$ cat src/rtl/core/pli_pkg.sv
`default_nettype none

package pli_pkg;

   // Table geometry.
   localparam int MAX_POINTS = 64;
   localparam int IDX_W      = $clog2(MAX_POINTS);
   localparam int CNT_W      = $clog2(MAX_POINTS + 1);

   // Fixed field widths.
   localparam int DATA_W     = 32;
   localparam int PROD_W     = 2 * DATA_W;
   localparam int STEP_W     = $clog2(DATA_W);

   localparam logic OP_WRITE = 1'b0;
   localparam logic OP_QUERY = 1'b1;

   typedef enum logic [2:0] {
      ST_IDLE,
      ST_SCAN,
      ST_MUL,
      ST_LOAD,
      ST_DIV,
      ST_DONE
   } state_type;

   typedef struct packed {
      logic                     operation;
      logic [5:0]               point_index;
      logic signed [DATA_W-1:0] point_x;
      logic signed [DATA_W-1:0] point_y;
      logic signed [DATA_W-1:0] query_x;
   } req_type;

   typedef struct packed {
      logic signed [DATA_W-1:0] value;
      logic                     in_range;
   } rsp_type;

   typedef struct packed {
      logic signed [DATA_W-1:0] x;
      logic signed [DATA_W-1:0] y;
   } bp_entry_type;

   typedef struct packed {
      logic              start;
      logic [PROD_W-1:0] dividend;
      logic [DATA_W-1:0] divisor;
   } div_req_type;

   typedef struct packed {
      logic              busy;
      logic              done;
      logic [DATA_W-1:0] quotient;
   } div_rsp_type;

endpackage

`default_nettype wire

$ cat src/rtl/core/pli_bp_ram.sv
`default_nettype none

module pli_bp_ram
   import pli_pkg::*;
(
   input  wire                 clock,
   input  wire                 wr_en,
   input  wire [IDX_W-1:0]     wr_addr,
   input  bp_entry_type        wr_data,
   input  wire                 rd_en,
   input  wire [IDX_W-1:0]     rd_addr,
   output bp_entry_type        rd_data
);

   // Breakpoint table; contents are undefined until written.
   bp_entry_type mem [MAX_POINTS];
   bp_entry_type rd_data_ff;

   always_ff @(posedge clock) begin
      if (wr_en) begin
         mem[wr_addr] <= wr_data;
      end
   end

   always_ff @(posedge clock) begin
      if (rd_en) begin
         rd_data_ff <= mem[rd_addr];
      end
   end

   assign rd_data = rd_data_ff;

endmodule

`default_nettype wire

$ cat config.mk
export PLATFORM = sky130hd
export DESIGN_NAME = pli_bp_ram
export DESIGN_NICKNAME = d
export VERILOG_FILES = /design/src/rtl/core/pli_pkg.sv /design/src/rtl/core/pli_bp_ram.sv
export SDC_FILE = /design/constraint.sdc
export NUM_CORES = 2
export LEC_CHECK = 0
export ABC_AREA = 0
export BUFFER_PORTS_ARGS = -buffer_cell sky130_fd_sc_hd__buf_4
export CAP_MARGIN = 30
export CORE_MARGIN = 1.5
export CORE_UTILIZATION = 55
export DETAILED_ROUTE_END_ITERATION = 8
export HOLD_SLACK_MARGIN = 0.03
export PLACE_DENSITY = 0.71
export SLEW_MARGIN = 20
export SYNTH_ARGS = -nofsm -noshare
export SYNTH_HDL_FRONTEND = slang
export SYNTH_SLANG_ARGS = --single-unit
$ cat constraint.sdc
create_clock -name clock -period 11.41 [get_ports clock]
set_clock_uncertainty 0.05 [all_clocks]
set_input_delay 3.423 -clock clock [delete_from_list [all_inputs] [get_ports clock]]
set_output_delay 3.423 -clock clock [all_outputs]
set_load 0.02 [all_outputs]
==> qor.yml <==
outcome:
  status: "completed"
detailed_routing:
  vias_per_cell: 6.94
  drc: 0
  initialDrtViolationCount: 12400
  dr.pass1.iters: 6
  wl_per_cell_um: 38.2
  finalWirelength_mm: 422
  ant_nets: 0
  via_count: 76800
floorplan:
  dieArea_um2: 289000
  num_io_pins: 143
  start_util_pct: 55.5
  num_rows: 195
  die_y_um: 537
  core-area_um2: 283000
  die_w_um: 537
sta:
  final-setup-viol-count: 0
  worstMarginPinSlew_ns: 1.12
  max-slew-margin-rel_pct: 25.7
  hold_viol: 0
  setup_ws_ns: 5.23
  timing.final.crit_share_pct: 54.1
  min_period_ns: 6.18
  grt_setup_unrepaired: "false"
  max_freq_ghz: 0.162
  slew_viol_final: 0
  tns_ns: 0
yosys:
  synth_common_cells: "edfxtp_1, mux4_2, buf_2, a22oi_1, clkbuf_1"
  synth.top_cell.area_share_pct: 79.6
  ys_async_sr_fraction_pct: 0
  yosysTopAreaCell: "edfxtp_1"
  ys_types: 32
  synth_top_flop_cell: "edfxtp_1"
  ys_seq_area_share_pct: 79.6
  synth.most_common_cell: "edfxtp_1"
  synth_cells: 6598
  syn_nets: 6677
  synth.avg_cell_area_um2: 23.8
  ys_top_cells_by_area: "edfxtp_1, mux4_2, mux2i_1"
  synth_edf_count: 4160
  syn_area_um2: 157000
  synth_warnings: 0
  synth.ff_latch_count: 4160
clocking:
  cts_buffers: 397
  clkTransAtPathRegs_ns: 0.06
  ctsRootBufferMaster: "clkbuf_16"
  htree_num_levels: 5
  cts_tree: "done"
  clk_latency_ns: 0.92
  clk_path_buf_depth: 4
  cts_sinks: 4160
  post-cts-setup-buffers: 0
  cts_resized: 0
  ctsHoldBuffers: 0
critical_path:
  cpLargestDelayFamily: "simple AND/OR/NAND/NOR gates"
  slowest_stage: "nor2_4"
  crit_fanout: 34
  path_buf_inv: 3
  critical_path_required_ns: 11.86
  crit_path_start_kind: "input pin"
  slowest_delay_ns: 0.86
  setup.worst_path.end_class: "flop"
  cp_common_cell: "buf_4"
  path_cells: "buf_4 > nor2_1 > nand3_1 > nor2_4 > buf_4 > buf_4"
  crit_cells: 6
  rr_worst_depth: 5
  crit_type: "in -> reg"
  critPathArrivalTime_ns: 6.63
grt:
  antenna_found_initial: 28
  grt_pass1_wl_mm: 590
  grt_pass1_vias: 76200
  grt_start_max_net_pins: 115
  gr-total-overflow: 0
  grt.total_usage_pct: 29.5
min_path:
  whs_path_depth: 4
  holdCritPathClass: "reg -> reg"
power:
  power_density_nw_per_um2: 178
  p_leak_nw: 54.9
  peakVddDrop_mv: 0.169
placement:
  hpwlAfterDp_mm: 222
  port_buffers: 142
  dpl_worst_slack_ns: 4.21
  gp_congestion: 0.812
finish:
  fillerInstances: 18300
  area_delta_synth_final_pct: 12.6
  drive_gt1_share_pct: 28.0
  nNetsFinal: 7070
job:
  drv_cap: 0
cells by family (layout without fill, tap and decap cells):
| logic type | Yosys count | after routing | share of synthesized area, % |
|---|---|---|---|
| AOI/OAI and AO/OA | 504 | 504 | 2.47 |
| other | 0 | 18 | 0 |
| DFF | 4160 | 4160 | 79.6 |
| and+or+nand+nor | 386 | 386 | 1.23 |
| muxes | 1159 | 1159 | 15.6 |
| buffers and inverters | 389 | 1098 | 1.18 |
final cells by class:
cell class | count | area, um^2 | area share (%)
inverter | 19 | 71.3 | 0.0404
timing repair buffer | 364 | 3490 | 1.98
multi-input combinational | 2049 | 30800 | 17.4
antenna | 18 | 45.0 | 0.0255
sequential | 4160 | 125000 | 70.7
clock inverter | 224 | 2260 | 1.28
tap | 3743 | 4680 | 2.65
clock buffer | 491 | 10400 | 5.91
worst reg2reg max path, delay by kind of cell, from the launching register on:
family	cells	cell delay (ns)
simple gates	2	0.35
flops	1	0.37
mux	1	0.45
compound gates	2	0.74
report_power, final:
part | switching, mW | internal [mW] | leakage (nW)
combinational | 0.901 | 0.536 | 11.3
clock | 5.56 | 7.44 | 6.18
sequential | 0.0612 | 17.0 | 37.5
per-layer routing:
metal / up-vias / track usage [%] / share of wire [%]
li1: 29400 / - / -
met1: 41200 / 41.3 / 36
met2: 5401 / 46.3 / 48
met3: 839 / 6.10 / 12
met4: 8 / 11.7 / 4.2
met5: - / 0 / 0.013
flip-flops by register name (all words and copies together) (netlist names):
name,flops
mem,4096
rd_data,64
worst paths after layout:
check,from,to,slack (ns)
max,wr_addr[2],mem[57][42],5.23
min,mem[55][63],rd_data[63],0.87
max reg2reg,mem[10][44],rd_data[44],9.19
min reg2reg,mem[55][63],rd_data[63],0.87
cell usage in the layout, fill, tap and decap left out, drive strengths merged, types with 3 or more instances in the layout:
cell,Yosys,final
nor2b,28,28
mux4,1024,1024
nand2,58,58
buf,230,364
mux2i,135,135
a31oi,18,18
a22oi,168,168
nand3,45,45
and2,3,3
o22ai,83,83
edfxtp,4160,4160
a211oi,63,63
a22o,88,88
o221ai,38,38
clkinv,0,154
a2bb2oi,19,19
inv,19,30
nor2,112,112
diode,0,18
bufinv,0,42
clkinvlp,0,17
or3,29,29
nand2b,11,11
and3,64,64
a41oi,26,26
clkbuf,140,491
or2,28,28
metrics by stage:
stage               util [%]  total power, mW  hold slack, ns  area, um^2  instances
floorplan                  -             18.1           0.815      157000       6598
global placement        57.7             18.7           0.849      163000      10300
detailed placement      57.9             18.8           0.855      164000      10300
CTS                     62.4             31.5           0.856      177000      11000
global route            62.4             32.2           0.911      177000      11100
finish                  62.4             31.4           0.867      177000      11100
Note: power is estimated with default switching activity, not from simulation.
