$ cat config.mk
export PLATFORM = sky130hd
export DESIGN_NAME = pli_divider
export DESIGN_NICKNAME = d
export VERILOG_FILES = /design/src/rtl/core/pli_pkg.sv /design/src/rtl/core/pli_divider.sv
export SDC_FILE = /design/constraint.sdc
export NUM_CORES = 1
export LEC_CHECK = 0
export ABC_CLOCK_PERIOD_IN_PS = 3100
export CAP_MARGIN = 10
export CORE_UTILIZATION = 55
export DETAILED_ROUTE_END_ITERATION = 8
export DONT_BUFFER_PORTS = 1
export PLACE_DENSITY = 0.73
export RECOVER_POWER = 50
export SYNTH_ARGS = -nofsm -noshare
export SYNTH_HDL_FRONTEND = slang
export SYNTH_SLANG_ARGS = --single-unit
export TNS_END_PERCENT = 50
$ cat constraint.sdc
create_clock -name clock -period 3.1 [get_ports clock]
set_input_delay 0 -clock clock [delete_from_list [all_inputs] [get_ports clock]]
set_output_delay 0 -clock clock [all_outputs]
set_load 0.02 [all_outputs]
$ cat src/rtl/core/pli_pkg.sv
`default_nettype none

package pli_pkg;

   // Table geometry.
   localparam int MAX_POINTS = 64;
   localparam int IDX_W      = $clog2(MAX_POINTS);
   localparam int CNT_W      = $clog2(MAX_POINTS + 1);

   // Fixed field widths.
   localparam int DATA_W     = 32;
   localparam int PROD_W     = 2 * DATA_W;
   localparam int STEP_W     = $clog2(DATA_W);

   localparam logic OP_WRITE = 1'b0;
   localparam logic OP_QUERY = 1'b1;

   typedef enum logic [2:0] {
      ST_IDLE,
      ST_SCAN,
      ST_MUL,
      ST_LOAD,
      ST_DIV,
      ST_DONE
   } state_type;

   typedef struct packed {
      logic                     operation;
      logic [5:0]               point_index;
      logic signed [DATA_W-1:0] point_x;
      logic signed [DATA_W-1:0] point_y;
      logic signed [DATA_W-1:0] query_x;
   } req_type;

   typedef struct packed {
      logic signed [DATA_W-1:0] value;
      logic                     in_range;
   } rsp_type;

   typedef struct packed {
      logic signed [DATA_W-1:0] x;
      logic signed [DATA_W-1:0] y;
   } bp_entry_type;

   typedef struct packed {
      logic              start;
      logic [PROD_W-1:0] dividend;
      logic [DATA_W-1:0] divisor;
   } div_req_type;

   typedef struct packed {
      logic              busy;
      logic              done;
      logic [DATA_W-1:0] quotient;
   } div_rsp_type;

endpackage

`default_nettype wire

$ cat src/rtl/core/pli_divider.sv
`default_nettype none

module pli_divider
   import pli_pkg::*;
(
   input  wire         clock,
   input  wire         reset,
   input  div_req_type req,
   output div_rsp_type rsp
);

   // Restoring division, one quotient bit per cycle. The caller guarantees
   // that the quotient fits in DATA_W bits, so the high half of the dividend
   // starts out below the divisor.
   logic              busy_ff, busy_in;
   logic              done_ff, done_in;
   logic [STEP_W-1:0] step_ff, step_in;
   logic [DATA_W-1:0] rem_ff, rem_in;
   logic [DATA_W-1:0] lo_ff, lo_in;
   logic [DATA_W-1:0] dvsr_ff, dvsr_in;

   logic [DATA_W:0]   trial;
   logic              fits;
   logic [DATA_W:0]   diff;

   always_comb begin
      trial   = {rem_ff, lo_ff[DATA_W-1]};
      fits    = trial >= {1'b0, dvsr_ff};
      diff    = trial - {1'b0, dvsr_ff};
      busy_in = busy_ff;
      done_in = done_ff;
      step_in = step_ff;
      rem_in  = rem_ff;
      lo_in   = lo_ff;
      dvsr_in = dvsr_ff;
      if (req.start) begin
         busy_in = 1'b1;
         done_in = 1'b0;
         step_in = '0;
         rem_in  = req.dividend[PROD_W-1:DATA_W];
         lo_in   = req.dividend[DATA_W-1:0];
         dvsr_in = req.divisor;
      end else if (busy_ff) begin
         rem_in  = fits ? diff[DATA_W-1:0] : trial[DATA_W-1:0];
         lo_in   = {lo_ff[DATA_W-2:0], fits};
         step_in = step_ff + STEP_W'(1);
         if (step_ff == STEP_W'(DATA_W - 1)) begin
            busy_in = 1'b0;
            done_in = 1'b1;
         end
      end
   end

   always_ff @(posedge clock) begin
      if (reset) begin
         busy_ff <= 1'b0;
         done_ff <= 1'b0;
         step_ff <= '0;
      end else begin
         busy_ff <= busy_in;
         done_ff <= done_in;
         step_ff <= step_in;
      end
   end

   always_ff @(posedge clock) begin
      rem_ff  <= rem_in;
      lo_ff   <= lo_in;
      dvsr_ff <= dvsr_in;
   end

   assign rsp = '{busy: busy_ff, done: done_ff, quotient: lo_ff};

endmodule

`default_nettype wire

==> impl_metrics.tcl, run 1 <==
set metrics [dict create \
    worst_ep_arrival_time_ps 3240 \
    fin_worst_skew_ps 11.3 \
    fraction_of_the_yosys_area_taken_by_sequential_cells_pct 50.2 \
    worst_slew_margin_rel_pct 51.5 \
    vdd_ir_drop_max_v 0.000393 \
    initialDrtViolationCount 355 \
    timing.final.crit_period_ps 3090 \
    mean_post_synth_cell_area_sq_um 11.0 \
    critical_path_class "reg2reg" \
    grt_pass1_vias 5282 \
    max-clock-path-buffers 2 \
    synthCells 549 \
    yosys-top-cells-count "sky130_fd_sc_hd__edfxtp_1, sky130_fd_sc_hd__nand2_1, sky130_fd_sc_hd__inv_1, sky130_fd_sc_hd__nor2_1, sky130_fd_sc_hd__a21oi_1" \
    gpl.final_weighted_congestion 0.909 \
    overflow 0 \
    finalWirelength_um 17100 \
    worstHoldEndpoint "rem_ff[28]$_DFFE_PP_" \
    worst_hold_startpoint "req[96]" \
    synth_top_cells_by_area "sky130_fd_sc_hd__edfxtp_1, sky130_fd_sc_hd__ha_1, sky130_fd_sc_hd__mux2_2" \
    synth_largest_area_cell "sky130_fd_sc_hd__edfxtp_1" \
    synthToLayoutAreaGrowth_pct 36.8 \
    post_route_cells_drive_above_1_share_pct 20.3 \
    path_max_fanout 2 \
    critical_path.startpoint_type "flip-flop" \
    drv_cap 0 \
    reg2reg_to "rem_ff[28]$_DFFE_PP_" \
    reg2regPathDepth 13 \
    finalCoreUtilization_pct 78.7 \
    worstSetupEndpointType "flip-flop" \
    routed_wire_length_per_instance_um 19.8 \
    fin_crit_sh_pct 99.7 \
    peak_freq_mhz 324 \
    antenna_cells 0 \
    tritoncts.num_buffers 9 \
    synth.cell_area_sq_um 6020 \
    groute.usage.overall_pct 30.4 \
    die_w_um 107 \
    yosys.cell_count.top_type "sky130_fd_sc_hd__edfxtp_1" \
    yosysWarningCount 0 \
    start_util_pct 57.5 \
    dr_total_vias 5042 \
    timing.hold.worst_path_depth 3 \
    regToRegStartpoint "lo_ff[31]$_DFFE_PP_" \
    height_of_the_chip_um 107 \
    min_path_type "in2reg" \
    outcome "completed" \
    crit_required_ps 3250 \
    final-max-slew-violation-count 0 \
    synth_seq_cells 103 \
    synth_edf_count 96 \
    synth_async_sr_flop_share_pct 0 \
    cts_tree "done" \
    vias_per_cell 5.86 \
    grt_first_pass_wirelength_um 26200 \
    clk_pin_slew_ps 110 \
    worst-r2r-setup-slack_ps 10 \
    boundaryPins 133 \
    antenna_found_initial 0 \
    final_hold_viol_count 0 \
    numPortBuffers 0 \
    clock_sink_count 103 \
    die-area_sq_um 11400 \
    final-setup-viol-count 0 \
    fp-row-count 37 \
    multi_input_comb_area_sq_um 2920 \
    leakage_power_nw 3.28 \
    critical_path.startpoint "lo_ff[31]$_DFFE_PP_" \
    drtAntennaViolNets 0 \
    rsz0062_at_grt "true" \
    synth.top_cell.area_share_pct 47.9 \
    synth.net_count 683 \
    clockRootBuffer "sky130_fd_sc_hd__clkbuf_8" \
    setup-tns-final_ps 0 \
    worst_pin_slew_ps 727 \
    p_per_area_nw_per_um2 619 \
    clock_insertion_delay_worst_skew_ps 400 \
    ys.flop_type "sky130_fd_sc_hd__edfxtp_1" \
    hpwl_um 9660 \
    number_of_iterations_in_the_first_detailed_routing_pass 5 \
    htree_num_levels 3 \
    nets 854 \
    grt_start_max_net_pins 48 \
    remaining_drc_errors 0 \
    fp.coreArea_sq_um 10500 \
    synthDistinctLibCells 59 \
    sequential_cell_area_sq_um 3020 \
    fillers 675 \
]
-- report_power, final --
part	internal [mW]	switching, mW
combinational	1.10	1.13
sequential	1.78	0.193
clock	0.382	0.512
-- routing by layer --
metal	up-vias	track usage, %	routed length (um)
met2	223	52.3	8570
met4	0	9.10	367
met1	2429	36.7	6900
li1	2358	-	-
met3	32	9.00	1220
met5	-	0	0
-- kinds of logic after synthesis --
kind of cell,after synthesis,synth area share [%]
XOR/XNOR,26,3.78
AND/OR/NAND/NOR,144,11.1
AO/OA/AOI/OAI,133,15.4
multiplexers,40,7.34
flip-flops,103,50.2
buffers and inverters,68,4.82
adder cells (fa/ha/maj),35,7.40
-- area by class of cell --
cell class                      count  area share (%)
Clock inverter                      5           0.775
Sequential cell                   103            36.7
Tap cell                          136            2.07
Clock buffer                       11            1.60
Multi-Input combinational cell    378            35.4
Timing Repair Buffer              184            21.4
Inverter                           44            2.01
-- worst max-delay path by stage --
stage,end,slack (ps),cells after the start
floorplan,rem_ff[28]$_DFFE_PP_,80,13
global placement,rem_ff[27]$_DFFE_PP_,20,11
detailed placement,rem_ff[28]$_DFFE_PP_,-80,10
CTS,rem_ff[25]$_DFFE_PP_,0.8,11
global route,rem_ff[29]$_DFFE_PP_,-160,11
finish,rem_ff[28]$_DFFE_PP_,10,13
-- state kept, by name, summed over array words and instances, names as in the netlist --
| name | count |
|---|---|
| step_ff | 5 |
| lo_ff | 32 |
| busy_ff | 1 |
| dvsr_ff | 32 |
| rem_ff | 32 |
| done_ff | 1 |
-- repair_timing --
item	4_1_cts	5_1_grt
hold endpoints to repair	135	0
pin swaps	1	13
resized for setup	5	33
buffers inserted	0	9
setup endpoints to repair	8	31
hold buffers	134	0
cloned	0	0
-- per-stage QoR --
| stage | total power [mW] | hold slack, ps | area [sq um] | std cells | setup WS (ps) |
|---|---|---|---|---|---|
| floorplan | 3.27 | 69.1 | 6030 | 549 | 75.3 |
| global placement | 3.74 | 70.4 | 6400 | 702 | 18.6 |
| detailed placement | 3.78 | 82.3 | 6400 | 702 | -81.9 |
| CTS | 4.85 | 1.89 | 7990 | 852 | 0.792 |
| global route | 5.37 | 62.5 | 8230 | 861 | -163 |
| finish | 5.09 | 31.1 | 8230 | 861 | 10.6 |
-- layout by cell type (no fill, tap or decap), types with 4 or more instances in the layout --
cell type	n
sky130_fd_sc_hd__dlygate4sd3_1	133
sky130_fd_sc_hd__o21ai_0	16
sky130_fd_sc_hd__nor2_1	42
sky130_fd_sc_hd__mux2_2	33
sky130_fd_sc_hd__inv_1	43
sky130_fd_sc_hd__xor2_1	8
sky130_fd_sc_hd__nand3_1	7
sky130_fd_sc_hd__a31oi_1	20
sky130_fd_sc_hd__dfxtp_1	7
sky130_fd_sc_hd__a31oi_2	5
sky130_fd_sc_hd__clkbuf_8	9
sky130_fd_sc_hd__nor3_1	4
sky130_fd_sc_hd__o21ai_1	5
sky130_fd_sc_hd__buf_4	46
sky130_fd_sc_hd__a21oi_1	34
sky130_fd_sc_hd__nand2_1	58
sky130_fd_sc_hd__nand4_1	4
sky130_fd_sc_hd__mux2i_1	7
sky130_fd_sc_hd__edfxtp_1	96
sky130_fd_sc_hd__ha_4	7
sky130_fd_sc_hd__a21o_1	14
sky130_fd_sc_hd__xnor2_1	18
sky130_fd_sc_hd__ha_1	24
-- critical path, stage by stage, from the launching register on --
cell and delay (ps):
sky130_fd_sc_hd__edfxtp_1 360, sky130_fd_sc_hd__inv_1 50, sky130_fd_sc_hd__ha_2 190, sky130_fd_sc_hd__inv_2 60, sky130_fd_sc_hd__fa_2 210, sky130_fd_sc_hd__a21o_1 190
sky130_fd_sc_hd__a221oi_2 90, sky130_fd_sc_hd__or3_4 350, sky130_fd_sc_hd__a2111oi_4 370, sky130_fd_sc_hd__nor3_2 120, sky130_fd_sc_hd__o41ai_2 320, sky130_fd_sc_hd__a31oi_2 180
sky130_fd_sc_hd__nor4b_2 250, sky130_fd_sc_hd__nor3b_1 80
No activity file was read; power rests on OpenSTA's default activity.
==> run 2: changes to the inputs <==
Settings changed: CORE_UTILIZATION 55 to 58, PLACE_DENSITY 0.73 to 0.76.
==> impl_metrics.tcl, run 2 (synthesized netlist as in run 1, its figures left out) <==
set metrics [dict create \
    final-max-slew-violation-count 31 \
    timing.final.crit_period_ps 3140 \
    vdd_ir_drop_max_v 0.000484 \
    crit_required_ps 3270 \
    critical_path_class "reg2reg" \
    fin_crit_sh_pct 101 \
    peak_freq_mhz 318 \
    drtAntennaViolNets 0 \
    start_util_pct 60.7 \
    boundaryPins 133 \
    routed_wire_length_per_instance_um 22.0 \
    rsz0062_at_grt "true" \
    min_path_type "in2reg" \
    fp-row-count 36 \
    hpwl_um 9630 \
    globalRouteMet1Util_pct 39.3 \
    combinationalPowerShare_pct 46.1 \
    post-route-worst-setup-slack_ps -42.2 \
    seq_power_share_pct 37.4 \
    number_of_iterations_in_the_first_detailed_routing_pass 6 \
    post_route_cells_drive_above_1_share_pct 21.7 \
    reg2regPathDepth 11 \
    total_switching_power_mw 1.99 \
    worst_slew_margin_rel_pct -28.9 \
    overflow 0 \
    htree_num_levels 3 \
    worst_hold_startpoint "req[96]" \
    grt_util_met3_pct 8.27 \
    final_hold_viol_count 0 \
    finalWirelength_um 19000 \
    clk_pin_slew_ps 110 \
    reg_top3 "dvsr_ff: 32 flops, lo_ff: 32 flops, rem_ff: 32 flops" \
    global_route.usage.met2_pct 53.1 \
    leakage_power_nw 3.34 \
    critical_path.startpoint_type "flip-flop" \
    outcome "complete, but fails checks" \
    grt_start_max_net_pins 45 \
    max-clock-path-buffers 2 \
    nets 861 \
    fin_worst_skew_ps 16.0 \
    worst_ep_arrival_time_ps 3310 \
    layout.cells.most_common_list "sky130_fd_sc_hd__dlygate4sd3_1, sky130_fd_sc_hd__edfxtp_1, sky130_fd_sc_hd__nand2_1" \
    most_common_library_cell_in_the_layout_ignoring_fill_and_taps "sky130_fd_sc_hd__dlygate4sd3_1" \
    drv_cap 1 \
    groute.usage.overall_pct 31.9 \
    clock_sink_count 103 \
    grt_first_pass_wirelength_um 26600 \
    antenna_found_initial 0 \
    gpl.final_weighted_congestion 0.876 \
    switching_share_of_total_power_pct 37.6 \
    path_max_fanout 3 \
    worstHoldEndpoint "rem_ff[24]$_DFFE_PP_" \
    fp.coreArea_sq_um 9910 \
    timing.hold.worst_path_depth 2 \
    clock_power_share_pct 16.6 \
    finalCoreUtilization_pct 84.5 \
    vias_per_cell 6.11 \
    die-area_sq_um 10800 \
    worstSetupEndpointType "flip-flop" \
    clockRootBuffer "sky130_fd_sc_hd__clkbuf_8" \
    tritoncts.num_buffers 9 \
    reg2reg_to "rem_ff[28]$_DFFE_PP_" \
    global_route.peak_usage_layer "met2" \
    worst-r2r-setup-slack_ps -40 \
    regToRegStartpoint "rem_ff[3]$_DFFE_PP_" \
    height_of_the_chip_um 104 \
    setup-tns-final_ps -150 \
    final-setup-viol-count 5 \
    antenna_cells 0 \
    synthToLayoutAreaGrowth_pct 39.1 \
    cts_tree "done" \
    worst_pin_slew_ps 1930 \
    intPower_mw 3.30 \
    violations "capacitance limit, slew limit, setup timing" \
    remaining_drc_errors 0 \
    die_w_um 104 \
    clock_insertion_delay_worst_skew_ps 420 \
    grt_pass1_vias 5282 \
    numPortBuffers 0 \
    dr_total_vias 5287 \
    initialDrtViolationCount 450 \
    p_per_area_nw_per_um2 632 \
]
run 2: how the worst max path moves through the flow:
stage,slack [ps],depth (start not counted),endpoint,startpoint
global route,-200,11,rem_ff[28]$_DFFE_PP_,rem_ff[3]$_DFFE_PP_
floorplan,80,13,rem_ff[28]$_DFFE_PP_,lo_ff[31]$_DFFE_PP_
finish,-40,11,rem_ff[28]$_DFFE_PP_,rem_ff[3]$_DFFE_PP_
detailed placement,-30,10,rem_ff[28]$_DFFE_PP_,rem_ff[7]$_DFFE_PP_
CTS,-20,9,rem_ff[0]$_DFFE_PP_,rem_ff[2]$_DFFE_PP_
global placement,-7,10,rem_ff[30]$_DFFE_PP_,rem_ff[10]$_DFFE_PP_
run 2: through the flow:
stage | hold WS [ps] | std cells | total power [mW] | setup WS (ps) | area, sq um
after detailed placement | 72.4 | 699 | 3.81 | -33.1 | 6410
after global placement | 69.8 | 699 | 3.76 | -7.03 | 6410
after CTS | 5.41 | 848 | 4.84 | -16.5 | 7980
after floorplan | 69.1 | 549 | 3.27 | 75.3 | 6030
after global routing | -13.3 | 865 | 5.54 | -202 | 8370
final | 4.69 | 865 | 5.29 | -42.2 | 8370
run 2: repair_timing:
action                                  CTS  global route
gates resized for setup                   4            47
endpoints found under the hold margin   135             0
pin swaps                                 1            20
cloned                                    0             2
endpoints found under the setup margin    6            33
buffers inserted                          0            15
hold buffers                            133             0
run 2: power by group through the flow:
stage	sequential (mW)	combinational [mW]	clock, mW
2_1_floorplan	1.93	1.34	0
3_3_place_gp	1.96	1.80	0
3_5_place_dp	1.97	1.84	0
4_1_cts	1.94	2.04	0.861
5_1_grt	1.99	2.62	0.930
6_report	1.98	2.44	0.876
run 2: cell type report:
type                            instances  area (sq um)
Clock buffer                           10           128
Clock inverter                          6          62.6
Fill cell                             488          1540
Inverter                               44           165
Multi-Input combinational cell        378          2960
Sequential cell                       103          3020
Tap cell                              133           166
Timing Repair Buffer                  191          1870
run 2: layer usage:
| metal | up-vias | wire (um) |
|---|---|---|
| met5 | - | 0 |
| met4 | 0 | 601 |
| met3 | 61 | 1830 |
| met2 | 346 | 9290 |
| met1 | 2512 | 7290 |
| li1 | 2368 | - |
run 2: critical path, stage by stage (launching register included):
cell and delay, ps:
sky130_fd_sc_hd__edfxtp_1 450, sky130_fd_sc_hd__ha_4 310, sky130_fd_sc_hd__a21o_1 230, sky130_fd_sc_hd__buf_4 150
sky130_fd_sc_hd__a221oi_2 60, sky130_fd_sc_hd__or3_4 350, sky130_fd_sc_hd__a2111oi_4 390, sky130_fd_sc_hd__nor3_2 130
sky130_fd_sc_hd__o41ai_2 330, sky130_fd_sc_hd__a31oi_2 180, sky130_fd_sc_hd__nor4b_2 220, sky130_fd_sc_hd__nor3b_1 80
==> run 3: changes to the inputs <==
Settings changed: CAP_MARGIN 10 to 30, CORE_MARGIN set to 3.
==> impl_metrics.tcl, run 3 (synthesized netlist as in run 1, its figures left out) <==
set metrics [dict create \
    cp_slowest_cell "sky130_fd_sc_hd__or3b_2" \
    height_of_the_chip_um 108 \
    cts_tree "done" \
    finalCoreUtilization_pct 79.6 \
    fin_crit_sh_pct 98.6 \
    most_common_library_cell_in_the_layout_ignoring_fill_and_taps "sky130_fd_sc_hd__dlygate4sd3_1" \
    worst_pin_slew_ps 531 \
    worstHoldEndpoint "dvsr_ff[24]$_DFFE_PP_" \
    placement.setup.worst_slack_ps -46.6 \
    hpwl_um 9810 \
    overflow 0 \
    number_of_iterations_in_the_first_detailed_routing_pass 5 \
    antenna_found_initial 0 \
    clock_sink_count 103 \
    timing.final.crit_period_ps 3060 \
    postPlaceCellArea_sq_um 6380 \
    crit_required_ps 3360 \
    remaining_drc_errors 0 \
    numPortBuffers 0 \
    timing.hold.worst_path_depth 1 \
    reg2regPathDepth 11 \
    detailroute.wirelength.met2_um 7810 \
    initialDrtViolationCount 306 \
    p_per_area_nw_per_um2 635 \
    drv_cap 0 \
    min_path_type "in2reg" \
    critical_path_cell_list "ha_1 > nor2b_1 > o2111ai_2 > nand3_1 > a221oi_2 > buf_4 > o211ai_1 > a31oi_2 > or3b_2 > a31o_2 > a2bb2oi_1" \
    gpl.final_weighted_congestion 0.927 \
    final-setup-viol-count 0 \
    post-route-worst-setup-slack_ps 44.1 \
    worst_slew_margin_rel_pct 64.5 \
    htree_num_levels 3 \
    highest_metal_layer_with_signal_wires "met4" \
    wl_met1_um 6310 \
    critical_path.startpoint_type "flip-flop" \
    antenna_cells 0 \
    reg_top3 "dvsr_ff: 32 flops, lo_ff: 32 flops, rem_ff: 32 flops" \
    worstSetupEndpointType "flip-flop" \
    vdd_ir_drop_max_v 0.000387 \
    worst_hold_startpoint "req[96]" \
    regToRegStartpoint "rem_ff[0]$_DFFE_PP_" \
    die_w_um 108 \
    grt_pass1_vias 4880 \
    outcome "complete, but fails checks" \
    design_power_total_mw 5.01 \
    nets 822 \
    worst-r2r-setup-slack_ps 40 \
    setup-tns-final_ps 0 \
    max-clock-path-buffers 2 \
    final_hold_viol_count 1 \
    violations "hold timing" \
    drtAntennaViolNets 0 \
    routed_wire_length_per_instance_um 19.0 \
    reg2reg_to "rem_ff[27]$_DFFE_PP_" \
    dr_total_vias 4914 \
    peak_freq_mhz 327 \
    die-area_sq_um 11600 \
    boundaryPins 133 \
    leakage_power_nw 3.15 \
    dpl.cell_count 698 \
    fp.coreArea_sq_um 9910 \
    groute.usage.overall_pct 26.2 \
    fin_worst_skew_ps 14.0 \
    grt_first_pass_wirelength_um 23600 \
    post_route_cell_area_sq_um 7890 \
    clockRootBuffer "sky130_fd_sc_hd__clkbuf_8" \
    start_util_pct 60.7 \
    worst_path_largest_cell_delay_ps 480 \
    clk_pin_slew_ps 110 \
    met3_length_um 1210 \
    tritoncts.num_buffers 9 \
    vias_per_cell 5.95 \
    hold_ws_ps -0.241 \
    path_max_fanout 4 \
    clock_insertion_delay_worst_skew_ps 400 \
    critical_path_class "reg2reg" \
    grt_start_max_net_pins 84 \
    final_cells 826 \
    rsz0062_at_grt "true" \
    fillers 607 \
    post_route_cells_drive_above_1_share_pct 21.6 \
    final-max-slew-violation-count 0 \
    synthToLayoutAreaGrowth_pct 31.0 \
    fp-row-count 36 \
    layout.cells.most_common_list "sky130_fd_sc_hd__dlygate4sd3_1, sky130_fd_sc_hd__edfxtp_1, sky130_fd_sc_hd__nand2_1" \
    worst_ep_arrival_time_ps 3310 \
    finalWirelength_um 15700 \
]
[run 3: changes by cell type in the layout (fill, tap and decap cells not counted), moves of 2 or more]
cell and change:
sky130_fd_sc_hd__dlygate4sd3_1 -32, sky130_fd_sc_hd__a21oi_1 +2, sky130_fd_sc_hd__a21oi_2 -2, sky130_fd_sc_hd__buf_12 -2, sky130_fd_sc_hd__buf_8 -2, sky130_fd_sc_hd__clkbuf_1 -2
sky130_fd_sc_hd__clkbuf_16 -2, sky130_fd_sc_hd__clkinv_2 +2, sky130_fd_sc_hd__ha_4 -2, sky130_fd_sc_hd__inv_6 -2, sky130_fd_sc_hd__inv_8 +2
[run 3: report_power, final]
part	total (mW)	switching [mW]	leakage [nW]	internal (mW)
clock	0.835	0.524	0.0993	0.311
sequential	1.97	0.192	1.01	1.78
combinational	2.20	1.14	2.04	1.07
[run 3: how the worst max path moves through the flow]
| stage | startpoint | slack (ps) | end |
|---|---|---|---|
| 2_1_floorplan | lo_ff[31]$_DFFE_PP_ | 80 | rem_ff[28]$_DFFE_PP_ |
| 3_3_place_gp | rem_ff[25]$_DFFE_PP_ | -20 | rem_ff[11]$_DFFE_PP_ |
| 3_5_place_dp | rem_ff[25]$_DFFE_PP_ | -50 | rem_ff[18]$_DFFE_PP_ |
| 4_1_cts | rem_ff[6]$_DFFE_PP_ | -10 | rem_ff[30]$_DFFE_PP_ |
| 5_1_grt | rem_ff[9]$_DFFE_PP_ | -100 | rem_ff[28]$_DFFE_PP_ |
| 6_report | rem_ff[0]$_DFFE_PP_ | 40 | rem_ff[27]$_DFFE_PP_ |
[run 3: metal layers]
layer / vias up / GRT usage (%)
li1: 2293 / -
met1: 2335 / 32.2
met2: 253 / 43.6
met3: 33 / 7.50
met4: 0 / 10.4
met5: - / 0
[run 3: worst max-delay path, delay by kind of cell, from the launching register on]
family,cells,cell delay [ps]
flip-flops,1,420
buffers and inverters,1,160
AND/OR/NAND/NOR,3,820
AO/OA/AOI/OAI,6,1210
adder cells (fa/ha/maj),1,320
[run 3: what timing repair did]
item                                   in CTS  in global routing
setup endpoints to repair                  15                 29
resized for setup                           5                 34
pin swaps                                   0                 27
endpoints found under the hold margin     135                  0
hold buffers                              100                  0
buffers inserted                            1                 11
[run 3: cell type report]
cell class,count,area [sq um],area share [%]
inverter,44,165,2.09
timing repair buffer,152,1420,18.0
multi-input combinational,378,2930,37.1
sequential,103,3020,38.3
clock buffer,9,124,1.57
clock inverter,7,61.3,0.777
tap,133,166,2.11
